$ cat src/rtl/sorted_insertion_buffer_top_macros.svh
// Assertion macros shared by the sorted insertion buffer RTL.
`ifndef SORTED_INSERTION_BUFFER_TOP_MACROS_SVH
`define SORTED_INSERTION_BUFFER_TOP_MACROS_SVH
`ifndef SYNTHESIS
// Check that a condition implies another in the same cycle.
`define SIB_ASSERT_IMPLY(label, clk, rst, cond, prop, msg) \
   label: assert property (@(posedge clk) disable iff (rst) (cond) |-> (prop)) \
      else $error(msg);
// Check that a condition implies another in the next cycle.
`define SIB_ASSERT_NEXT(label, clk, rst, cond, prop, msg) \
   label: assert property (@(posedge clk) disable iff (rst) (cond) |=> (prop)) \
      else $error(msg);
`else
`define SIB_ASSERT_IMPLY(label, clk, rst, cond, prop, msg)
`define SIB_ASSERT_NEXT(label, clk, rst, cond, prop, msg)
`endif
`endif

$ cat src/rtl/sib_pkg.sv
// Shared widths, constants and types of the sorted insertion buffer.
package sib_pkg;
   localparam int SIB_CAPACITY = 16;
   localparam int VALUE_W      = 32;
   localparam int RANK_W       = 4;

   typedef logic signed [VALUE_W-1:0] value_type;
   typedef logic [RANK_W-1:0]         rank_type;

   // Tag of one store read on its way to the result queue.
   typedef struct packed {
      logic     valid;
      rank_type rank;
      logic     last;
      logic     full;
   } sib_issue_type;

   // One result beat.
   typedef struct packed {
      value_type value;
      rank_type  rank;
      logic      last;
      logic      full;
   } sib_beat_type;
endpackage

$ cat src/rtl/sib_if.sv
// Valid/ready channel interfaces for the input samples and the sorted results.
interface sib_req_if;
   logic                valid;
   logic                ready;
   sib_pkg::value_type  sample_value;

   modport source (output valid, output sample_value, input ready);
   modport sink   (input valid, input sample_value, output ready);
endinterface

interface sib_rsp_if;
   logic                valid;
   logic                ready;
   sib_pkg::value_type  sorted_value;
   sib_pkg::rank_type   rank;
   logic                last_of_run;
   logic                store_full;

   modport source (output valid, output sorted_value, output rank,
                   output last_of_run, output store_full, input ready);
   modport sink   (input valid, input sorted_value, input rank,
                   input last_of_run, input store_full, output ready);
endinterface

$ cat src/rtl/sib_ram.sv
// Generic simple dual-port RAM with registered read.
module sib_ram #(
   parameter int WIDTH  = 32,
   parameter int DEPTH  = 16,
   localparam int ADDR_W = $clog2(DEPTH)
) (
   input  logic              clock,
   input  logic              wr_en,
   input  logic [ADDR_W-1:0] wr_addr,
   input  logic [WIDTH-1:0]  wr_data,
   input  logic              rd_en,
   input  logic [ADDR_W-1:0] rd_addr,
   output logic [WIDTH-1:0]  rd_data
);
   logic [WIDTH-1:0] mem_ff [DEPTH];
   logic [WIDTH-1:0] rd_data_ff;

   always_ff @(posedge clock) begin
      if (wr_en) begin
         mem_ff[wr_addr] <= wr_data;
      end
      if (rd_en) begin
         rd_data_ff <= mem_ff[rd_addr];
      end
   end

   assign rd_data = rd_data_ff;
endmodule

$ cat src/rtl/sib_ctrl.sv
// Sequencer: insertion walk over the store RAM and read-out of the sorted run.
`include "sorted_insertion_buffer_top_macros.svh"
module sib_ctrl #(
   parameter int CAPACITY = sib_pkg::SIB_CAPACITY,
   localparam int ADDR_W = $clog2(CAPACITY),
   localparam int CNT_W  = $clog2(CAPACITY + 1)
) (
   input  logic                   clock,
   input  logic                   reset,
   sib_req_if.sink                req_bus,
   output sib_pkg::sib_issue_type issue,
   input  logic                   can_issue,
   output logic                   ram_wr_en,
   output logic [ADDR_W-1:0]      ram_wr_addr,
   output sib_pkg::value_type     ram_wr_data,
   output logic                   ram_rd_en,
   output logic [ADDR_W-1:0]      ram_rd_addr,
   input  sib_pkg::value_type     ram_rd_data
);
   import sib_pkg::*;

   localparam logic [1:0] S_IDLE = 2'd0;
   localparam logic [1:0] S_SCMP = 2'd1;
   localparam logic [1:0] S_SKEY = 2'd2;
   localparam logic [1:0] S_EMIT = 2'd3;

   logic [1:0]        state_ff, state_in;
   logic [CNT_W-1:0]  count_ff, count_in;
   logic [ADDR_W-1:0] pos_ff, pos_in;
   logic [ADDR_W-1:0] k_ff, k_in;
   logic              full_ff, full_in;
   value_type         key_ff, key_in;
   logic              accept;
   logic              store_full;
   logic              k_last;

   assign req_bus.ready = (state_ff == S_IDLE);
   assign accept        = req_bus.valid && req_bus.ready;
   assign store_full    = (count_ff == CNT_W'(CAPACITY));
   assign k_last        = ((CNT_W'(k_ff) + CNT_W'(1)) == count_ff);

   always_comb begin
      state_in    = state_ff;
      count_in    = count_ff;
      pos_in      = pos_ff;
      k_in        = k_ff;
      full_in     = full_ff;
      key_in      = key_ff;
      ram_wr_en   = 1'b0;
      ram_wr_addr = pos_ff;
      ram_wr_data = key_ff;
      ram_rd_en   = 1'b0;
      ram_rd_addr = pos_ff - ADDR_W'(1);
      issue       = '0;
      case (state_ff)
         S_IDLE: begin
            if (accept) begin
               key_in  = req_bus.sample_value;
               full_in = store_full;
               k_in    = '0;
               pos_in  = ADDR_W'(count_ff);
               if (store_full) begin
                  state_in = S_EMIT;
               end else if (count_ff == '0) begin
                  state_in = S_SKEY;
               end else begin
                  // fetch the current top entry to start the walk
                  ram_rd_en   = 1'b1;
                  ram_rd_addr = ADDR_W'(count_ff - CNT_W'(1));
                  state_in    = S_SCMP;
               end
            end
         end
         S_SCMP: begin
            ram_wr_en = 1'b1;
            if (ram_rd_data > key_ff) begin
               // move the larger entry up and fetch the one below
               ram_wr_data = ram_rd_data;
               pos_in      = pos_ff - ADDR_W'(1);
               if (pos_ff == ADDR_W'(1)) begin
                  state_in = S_SKEY;
               end else begin
                  ram_rd_en   = 1'b1;
                  ram_rd_addr = pos_ff - ADDR_W'(2);
               end
            end else begin
               count_in = count_ff + CNT_W'(1);
               state_in = S_EMIT;
            end
         end
         S_SKEY: begin
            ram_wr_en = 1'b1;
            count_in  = count_ff + CNT_W'(1);
            state_in  = S_EMIT;
         end
         S_EMIT: begin
            ram_rd_addr = k_ff;
            if (can_issue) begin
               ram_rd_en   = 1'b1;
               issue.valid = 1'b1;
               issue.rank  = RANK_W'(k_ff);
               issue.last  = k_last;
               issue.full  = full_ff;
               if (k_last) begin
                  state_in = S_IDLE;
               end else begin
                  k_in = k_ff + ADDR_W'(1);
               end
            end
         end
         default: begin
            state_in = S_IDLE;
         end
      endcase
   end

   always_ff @(posedge clock) begin
      if (reset) begin
         state_ff <= S_IDLE;
         count_ff <= '0;
      end else begin
         state_ff <= state_in;
         count_ff <= count_in;
      end
      pos_ff  <= pos_in;
      k_ff    <= k_in;
      full_ff <= full_in;
      key_ff  <= key_in;
   end

   `SIB_ASSERT_IMPLY(a_rw_distinct, clock, reset, ram_wr_en && ram_rd_en,
                     ram_wr_addr != ram_rd_addr, "read and write hit the same entry")
   `SIB_ASSERT_IMPLY(a_count_bound, clock, reset, 1'b1,
                     count_ff <= CNT_W'(CAPACITY), "entry count beyond capacity")
   `SIB_ASSERT_NEXT(a_last_idle, clock, reset, issue.valid && issue.last,
                    state_ff == S_IDLE, "run did not end after its last beat")
endmodule

$ cat src/rtl/sib_outq.sv
// Two-entry result queue fed by store reads, with issue credit.
`include "sorted_insertion_buffer_top_macros.svh"
module sib_outq (
   input  logic                   clock,
   input  logic                   reset,
   input  sib_pkg::sib_issue_type issue,
   output logic                   can_issue,
   input  sib_pkg::value_type     ram_rd_data,
   sib_rsp_if.source              rsp_bus
);
   import sib_pkg::*;

   sib_issue_type tag_ff;
   sib_beat_type  head_ff, head_in;
   sib_beat_type  skid_ff, skid_in;
   sib_beat_type  new_beat;
   logic [1:0]    occ_ff, occ_in;
   logic          pop;
   logic          push;
   logic [2:0]    occ_after;

   assign pop  = (occ_ff != 2'd0) && rsp_bus.ready;
   assign push = tag_ff.valid;

   assign new_beat.value = ram_rd_data;
   assign new_beat.rank  = tag_ff.rank;
   assign new_beat.last  = tag_ff.last;
   assign new_beat.full  = tag_ff.full;

   // a read issued now lands next cycle; leave room for it
   assign occ_after = 3'(occ_ff) + 3'(push) - 3'(pop);
   assign can_issue = (occ_after <= 3'd1);

   always_comb begin
      head_in = head_ff;
      skid_in = skid_ff;
      occ_in  = occ_ff;
      case (occ_ff)
         2'd0: begin
            if (push) begin
               head_in = new_beat;
               occ_in  = 2'd1;
            end
         end
         2'd1: begin
            if (pop && push) begin
               head_in = new_beat;
            end else if (pop) begin
               occ_in = 2'd0;
            end else if (push) begin
               skid_in = new_beat;
               occ_in  = 2'd2;
            end
         end
         2'd2: begin
            if (pop) begin
               head_in = skid_ff;
               if (push) begin
                  skid_in = new_beat;
               end else begin
                  occ_in = 2'd1;
               end
            end
         end
         default: begin
            occ_in = 2'd0;
         end
      endcase
   end

   always_ff @(posedge clock) begin
      if (reset) begin
         tag_ff <= '0;
         occ_ff <= 2'd0;
      end else begin
         tag_ff <= issue;
         occ_ff <= occ_in;
      end
      head_ff <= head_in;
      skid_ff <= skid_in;
   end

   assign rsp_bus.valid        = (occ_ff != 2'd0);
   assign rsp_bus.sorted_value = head_ff.value;
   assign rsp_bus.rank         = head_ff.rank;
   assign rsp_bus.last_of_run  = head_ff.last;
   assign rsp_bus.store_full   = head_ff.full;

   `SIB_ASSERT_IMPLY(a_no_overflow, clock, reset, push && (occ_ff == 2'd2),
                     pop, "result queue overflow")
   `SIB_ASSERT_IMPLY(a_credit, clock, reset, issue.valid,
                     can_issue, "read issued without queue room")
endmodule

$ cat src/rtl/sorted_insertion_buffer_top.sv
// Top level of the sorted insertion buffer.
// The block keeps up to CAPACITY signed 16.16 values in ascending order in
// one store RAM (one write and one registered read port). Each sample beat
// on req_bus is inserted at its ordered place, after any equal entries;
// when the store is already full the sample is dropped. After every sample
// the whole store goes out on rsp_bus in ascending order, one beat per
// entry, with rank, last_of_run on the final beat and store_full on every
// beat of a run whose sample was dropped. An item is accepted in the idle
// state, then takes the insertion walk down past every entry larger than
// the sample, then reads out all entries while rsp_bus keeps taking beats.
// A dropped sample skips the walk. The walk and the read-out both go through
// the single RAM read port, one entry a cycle, the read-out only while the
// result queue has room. A two-beat result queue decouples the RAM read
// from rsp_bus stalls. The store needs no clearing after reset: only
// entries below the count are ever read.
module sorted_insertion_buffer_top #(
   parameter int CAPACITY = sib_pkg::SIB_CAPACITY
) (
   input logic       clock,
   input logic       reset,
   sib_req_if.sink   req_bus,
   sib_rsp_if.source rsp_bus
);
   import sib_pkg::*;

   localparam int ADDR_W = $clog2(CAPACITY);

   sib_issue_type     issue;
   logic              can_issue;
   logic              ram_wr_en;
   logic [ADDR_W-1:0] ram_wr_addr;
   value_type         ram_wr_data;
   logic              ram_rd_en;
   logic [ADDR_W-1:0] ram_rd_addr;
   logic [VALUE_W-1:0] ram_rd_raw;
   value_type         ram_rd_data;

   assign ram_rd_data = value_type'(ram_rd_raw);

   // sequence the insertion walk and the read-out
   sib_ctrl #(.CAPACITY(CAPACITY)) u_ctrl (
      .clock       (clock),
      .reset       (reset),
      .req_bus     (req_bus),
      .issue       (issue),
      .can_issue   (can_issue),
      .ram_wr_en   (ram_wr_en),
      .ram_wr_addr (ram_wr_addr),
      .ram_wr_data (ram_wr_data),
      .ram_rd_en   (ram_rd_en),
      .ram_rd_addr (ram_rd_addr),
      .ram_rd_data (ram_rd_data)
   );

   // hold the sorted entries
   sib_ram #(.WIDTH(VALUE_W), .DEPTH(CAPACITY)) u_store (
      .clock   (clock),
      .wr_en   (ram_wr_en),
      .wr_addr (ram_wr_addr),
      .wr_data (ram_wr_data),
      .rd_en   (ram_rd_en),
      .rd_addr (ram_rd_addr),
      .rd_data (ram_rd_raw)
   );

   // queue result beats toward rsp_bus
   sib_outq u_outq (
      .clock       (clock),
      .reset       (reset),
      .issue       (issue),
      .can_issue   (can_issue),
      .ram_rd_data (ram_rd_data),
      .rsp_bus     (rsp_bus)
   );
endmodule

$ cat src/flat_wrapper.sv
// flat-port wrapper written by rule: the top's interface ports become plain ports
module sorted_insertion_buffer_top_flat import sib_pkg::*;
#(
   parameter int CAPACITY = sib_pkg::SIB_CAPACITY
)
  (clock, reset, req_bus_valid, req_bus_sample_value, req_bus_ready, rsp_bus_valid, rsp_bus_sorted_value, rsp_bus_rank, rsp_bus_last_of_run, rsp_bus_store_full, rsp_bus_ready);
  sib_req_if req_bus_i ();
  sib_rsp_if rsp_bus_i ();
  input logic clock;
  input logic reset;
  input wire logic [$bits(req_bus_i.valid)-1:0] req_bus_valid;
  input wire logic [$bits(req_bus_i.sample_value)-1:0] req_bus_sample_value;
  output wire logic [$bits(req_bus_i.ready)-1:0] req_bus_ready;
  output wire logic [$bits(rsp_bus_i.valid)-1:0] rsp_bus_valid;
  output wire logic [$bits(rsp_bus_i.sorted_value)-1:0] rsp_bus_sorted_value;
  output wire logic [$bits(rsp_bus_i.rank)-1:0] rsp_bus_rank;
  output wire logic [$bits(rsp_bus_i.last_of_run)-1:0] rsp_bus_last_of_run;
  output wire logic [$bits(rsp_bus_i.store_full)-1:0] rsp_bus_store_full;
  input wire logic [$bits(rsp_bus_i.ready)-1:0] rsp_bus_ready;
  assign req_bus_i.valid = req_bus_valid;
  assign req_bus_i.sample_value = req_bus_sample_value;
  assign req_bus_ready = req_bus_i.ready;
  assign rsp_bus_valid = rsp_bus_i.valid;
  assign rsp_bus_sorted_value = rsp_bus_i.sorted_value;
  assign rsp_bus_rank = rsp_bus_i.rank;
  assign rsp_bus_last_of_run = rsp_bus_i.last_of_run;
  assign rsp_bus_store_full = rsp_bus_i.store_full;
  assign rsp_bus_i.ready = rsp_bus_ready;
  sorted_insertion_buffer_top #(.CAPACITY(CAPACITY)) u_core (.clock(clock), .reset(reset), .req_bus(req_bus_i), .rsp_bus(rsp_bus_i));
endmodule
$ cat config.mk
export PLATFORM = sky130hd
export DESIGN_NAME = sorted_insertion_buffer_top_flat
export DESIGN_NICKNAME = d
export VERILOG_FILES = /design/src/rtl/sib_pkg.sv /design/src/rtl/sib_if.sv /design/src/rtl/sib_ram.sv /design/src/rtl/sib_ctrl.sv /design/src/rtl/sib_outq.sv /design/src/rtl/sorted_insertion_buffer_top.sv /design/src/flat_wrapper.sv
export VERILOG_INCLUDE_DIRS = /design/src /design/src/rtl
export SDC_FILE = /design/constraint.sdc
export NUM_CORES = 1
export LEC_CHECK = 0
export BUFFER_PORTS_ARGS = -buffer_cell sky130_fd_sc_hd__buf_2
export CAP_MARGIN = 30
export CORE_ASPECT_RATIO = 0.75
export CORE_MARGIN = 2
export CORE_UTILIZATION = 40
export CTS_BUF_LIST = sky130_fd_sc_hd__clkbuf_16
export CTS_CLUSTER_DIAMETER = 200
export DETAILED_ROUTE_END_ITERATION = 8
export GPL_ROUTABILITY_DRIVEN = 0
export HOLD_SLACK_MARGIN = 0.06
export SYNTH_ARGS = -nofsm -noshare
export SYNTH_HDL_FRONTEND = slang
export SYNTH_HIERARCHICAL = 1
export SYNTH_SLANG_ARGS = --single-unit
$ cat constraint.sdc
create_clock -name clock -period 4.9 [get_ports clock]
set_input_delay 1.47 -clock clock [delete_from_list [all_inputs] [get_ports clock]]
set_output_delay 1.47 -clock clock [all_outputs]
set_load 0.02 [all_outputs]
==> results.toml <==
[status]
outcome = "finished, final reports clean"

[power_and_ir_drop]
ir_drop_mv = 0.7972
p_leak_nw = 10.43
power_density_mw_per_mm2 = 771.6
p_int_mw = 15.77
combPwrFrac = 0.436
total_power_mw = 24.19
pwr-share-clk = 0.214
swShare = 0.3479
p_seq_frac = 0.350
switchingPower_mw = 8.415

[timing]
drv_slew = 0
relSlewSlack = 0.3489
finalClockSkew_ps = 30.71
fin_crit_sh = 0.9235
tightestPinTransition_ps = 974.4
fin_crit_ps = 4525
hold_viol = 0
fmax_ghz = 0.2210
rsz0062_at_grt = "no"
final-setup-viol-count = 0
tns_ps = 0

[logic_synthesis]
synth_compound_area_frac = 0.04300
synth_edf_count = 661
synth_cell_types = 58
synthArstFlopShare = 0
yosys.area.top_type = "edfxtp_1"
yosys.area_share.adder = 0.02220
synth_top_area_frac = 0.7399
synth_simple_gate_area_share = 0.03461
ys_seq_area_frac = 0.7519
synth_top_family_by_area = "multiplexers"
syn_nets = 1473
synth_ff_type = "edfxtp_1"
synth_cells = 1390
synthTopCellsByArea = "edfxtp_1, mux4_2, ha_1"
synth-xor-area-share = 0.003265
synth_seq_cells = 677
synth_mux_area_frac = 0.1257
yosysWarningCount = 6
syn_area_sq_mm = 0.02683
syn-mean-instance-area_sq_um = 19.30

[cells_and_area]
final_cell_area_sq_mm = 0.03135
seq_area_sq_mm = 0.02017
fin_util = 0.4708
fill_cells = 5576
diodes = 0
multi_input_area_sq_mm = 0.006330
drive_above_1_share = 0.2889
finalNetCount = 1645
syn2layout_area_growth_pct = 16.87
fin_cells = 2495

[placed_design]
dpl-instance-area_sq_mm = 0.02907
hpwl_um = 36330
placed_cells = 2366
io_buffers = 75

[clock_network]
h-tree-depth = 3
clockBufferDepth = 3
root_buffer = "clkbuf_16"
cts_hold_buf = 0
cts.sinks = 677
cts_tree = "yes"
path_clk_slew_ps = 60
clk_latency_ps = 610
numCtsBuffers = 68

[setup_path]
crit_chain = "ha_1, nor2b_1, o211ai_1, a2111oi_1, buf_4, o31a_1, nor2_2, mux2i_1, buf_4, a21oi_1, or3b_4, buf_12, buf_12, mux4_2, a22oi_1, nand2_1"
start_kind = "flop"
crit_fanout = 17
max_stage_delay_ps = 470
worstPathRequired_ps = 5230
end_kind = "flop"
critPathBufInv = 4
cp.arrival_ps = 4860
cp_top_family = "compound AO/OA/AOI/OAI gates"
crit_path_top_delay_cell = "edfxtp_1"
path_class = "reg -> reg"

[drt]
wirelength_um = 63360
drt-initial-drc-count = 1344
vias_per_cell = 5.533
vias = 13804
first_pass_iters = 5
wire_per_inst_um = 25.40
drc_errors = 0
antenna_left = 0

[floorplanning]
row_count = 82
die_area_sq_mm = 0.06917
coreArea_sq_mm = 0.06659
dieHeight_um = 228.3
die_x_um = 303.0
io_pins = 76
initial_utilization = 0.4029

[global_route]
use_met2 = 0.2706
grt_pass1_vias = 13916
grt_pass1_wl_um = 93470
grt_antenna_before_repair = 0
grt_max_degree = 74
gr-usage-met1 = 0.2788
gr-usage-met3 = 0.03971
grt_usage = 0.1852
grt_overflow_total = 0
grt_busiest_layer = "met1"

[worst_hold_path]
min_path_type = "reg -> reg"

[job]
cap_violations = 0
-- final timing paths --
check | cells after the start | end | startpoint | slack, ps
max reg2reg | 16 | u_core/u_store/rd_data[15]$_DFFE_PP_ | u_core/u_store/rd_data[1]$_DFFE_PP_ | 370
min reg2reg | 0 | u_core/u_outq/skid_ff[3]$_DFFE_PP_ | u_core/u_outq/new_beat[3]$_SDFF_PP0_ | 430
max | 16 | u_core/u_store/rd_data[15]$_DFFE_PP_ | u_core/u_store/rd_data[1]$_DFFE_PP_ | 370
min | 0 | u_core/u_outq/skid_ff[3]$_DFFE_PP_ | u_core/u_outq/new_beat[3]$_SDFF_PP0_ | 430
-- sequential cells by signal, summed over array words and instances (netlist names), 2 cells and up --
register and cells:
u_core/u_ctrl/count_ff 5, u_core/u_ctrl/k_ff 4, u_core/u_ctrl/key_ff 32, u_core/u_ctrl/ram_wr_addr 4
u_core/u_ctrl/state_ff 2, u_core/u_outq/new_beat 6, u_core/u_outq/occ_ff 2, u_core/u_outq/rsp_bus.rank 4
u_core/u_outq/rsp_bus.sorted_value 32, u_core/u_outq/skid_ff 38, u_core/u_store/mem_ff 512, u_core/u_store/rd_data 32
-- worst reg2reg max path: stages (launching register included) --
cell       delay [ps]
edfxtp_1          470
ha_1              350
nor2b_1           140
o211ai_1          360
a2111oi_1         170
buf_4             170
o31a_1            310
nor2_2            220
mux2i_1           230
buf_4             200
a21oi_1            80
or3b_4            470
buf_12            190
buf_12            180
mux4_2            420
a22oi_1           200
nand2_1           110
-- cell usage after synthesis, drive strengths merged (4+ instances only) --
| cell type | n |
|---|---|
| a21o | 5 |
| a21oi | 26 |
| a221oi | 4 |
| a22oi | 64 |
| and3 | 5 |
| buf | 35 |
| clkbuf | 31 |
| dfxtp | 16 |
| edfxtp | 661 |
| ha | 46 |
| inv | 49 |
| mux2 | 40 |
| mux2i | 4 |
| mux4 | 128 |
| nand2 | 87 |
| nand2b | 6 |
| nand3 | 11 |
| nand3b | 4 |
| nand4 | 10 |
| nor2 | 33 |
| nor2b | 18 |
| nor3 | 5 |
| o21ai | 49 |
| xnor2 | 6 |
| xor2 | 4 |
-- placed cells by master, fill, tap and decap left out, types with 12 or more instances in the layout --
cell and n:
inv_1 60, clkinv_1 12, dfxtp_1 16, buf_12 18, buf_4 71, mux2_2 37
nor2b_1 15, nand2_1 87, o21ai_0 48, ha_1 46, mux4_2 128, a22oi_1 64
a21oi_1 23, clkbuf_16 68, nor2_1 19, nor2_4 13, edfxtp_1 661, buf_2 75
-- per-stage QoR --
stage | hold WS [ps] | setup WS (ps)
finish | 430.3 | 375.0
global route | 438.8 | 89.23
CTS | 431.2 | 249.1
detailed placement | 414.5 | 277.7
global placement | 412.3 | 362.4
floorplan | 404.4 | 35.59
-- power groups by stage --
stage / Sequential, mW / Combinational (mW) / Clock, mW
2_1_floorplan: 8.48 / 6.85 / 0
3_3_place_gp: 8.56 / 10.3 / 0
3_5_place_dp: 8.58 / 10.5 / 0
4_1_cts: 8.47 / 10.5 / 5.31
5_1_grt: 8.54 / 11.3 / 5.54
6_report: 8.47 / 10.5 / 5.18
-- layer usage --
metal | vias up | share of wire
li1 | 5982 | -
met3 | 102 | 0.080
met2 | 546 | 0.45
met4 | 0 | 0.024
met1 | 7174 | 0.45
met5 | - | 0
-- layout make-up --
type / count / area share
Tap cell: 882 / 0.03520
Clock inverter: 53 / 0.01644
Clock buffer: 68 / 0.05428
Multi-Input combinational cell: 598 / 0.2019
Timing Repair Buffer: 168 / 0.04294
Inverter: 49 / 0.005867
Sequential cell: 677 / 0.6434
-- logic make-up (layout without fill, tap and decap cells) --
logic type | after synthesis | after routing
compound gates | 174 | 174
simple gates | 195 | 195
flops | 677 | 677
mux | 172 | 172
buf+inv | 115 | 338
fa+ha+maj | 47 | 47
xor+xnor | 10 | 10
-- repair_timing --
item,in CTS,in global routing
setup buffers,0,8
gates resized for setup,0,2
setup endpoints to repair,0,18
hold endpoints to repair,0,0
(Power assumes the default switching activity.)
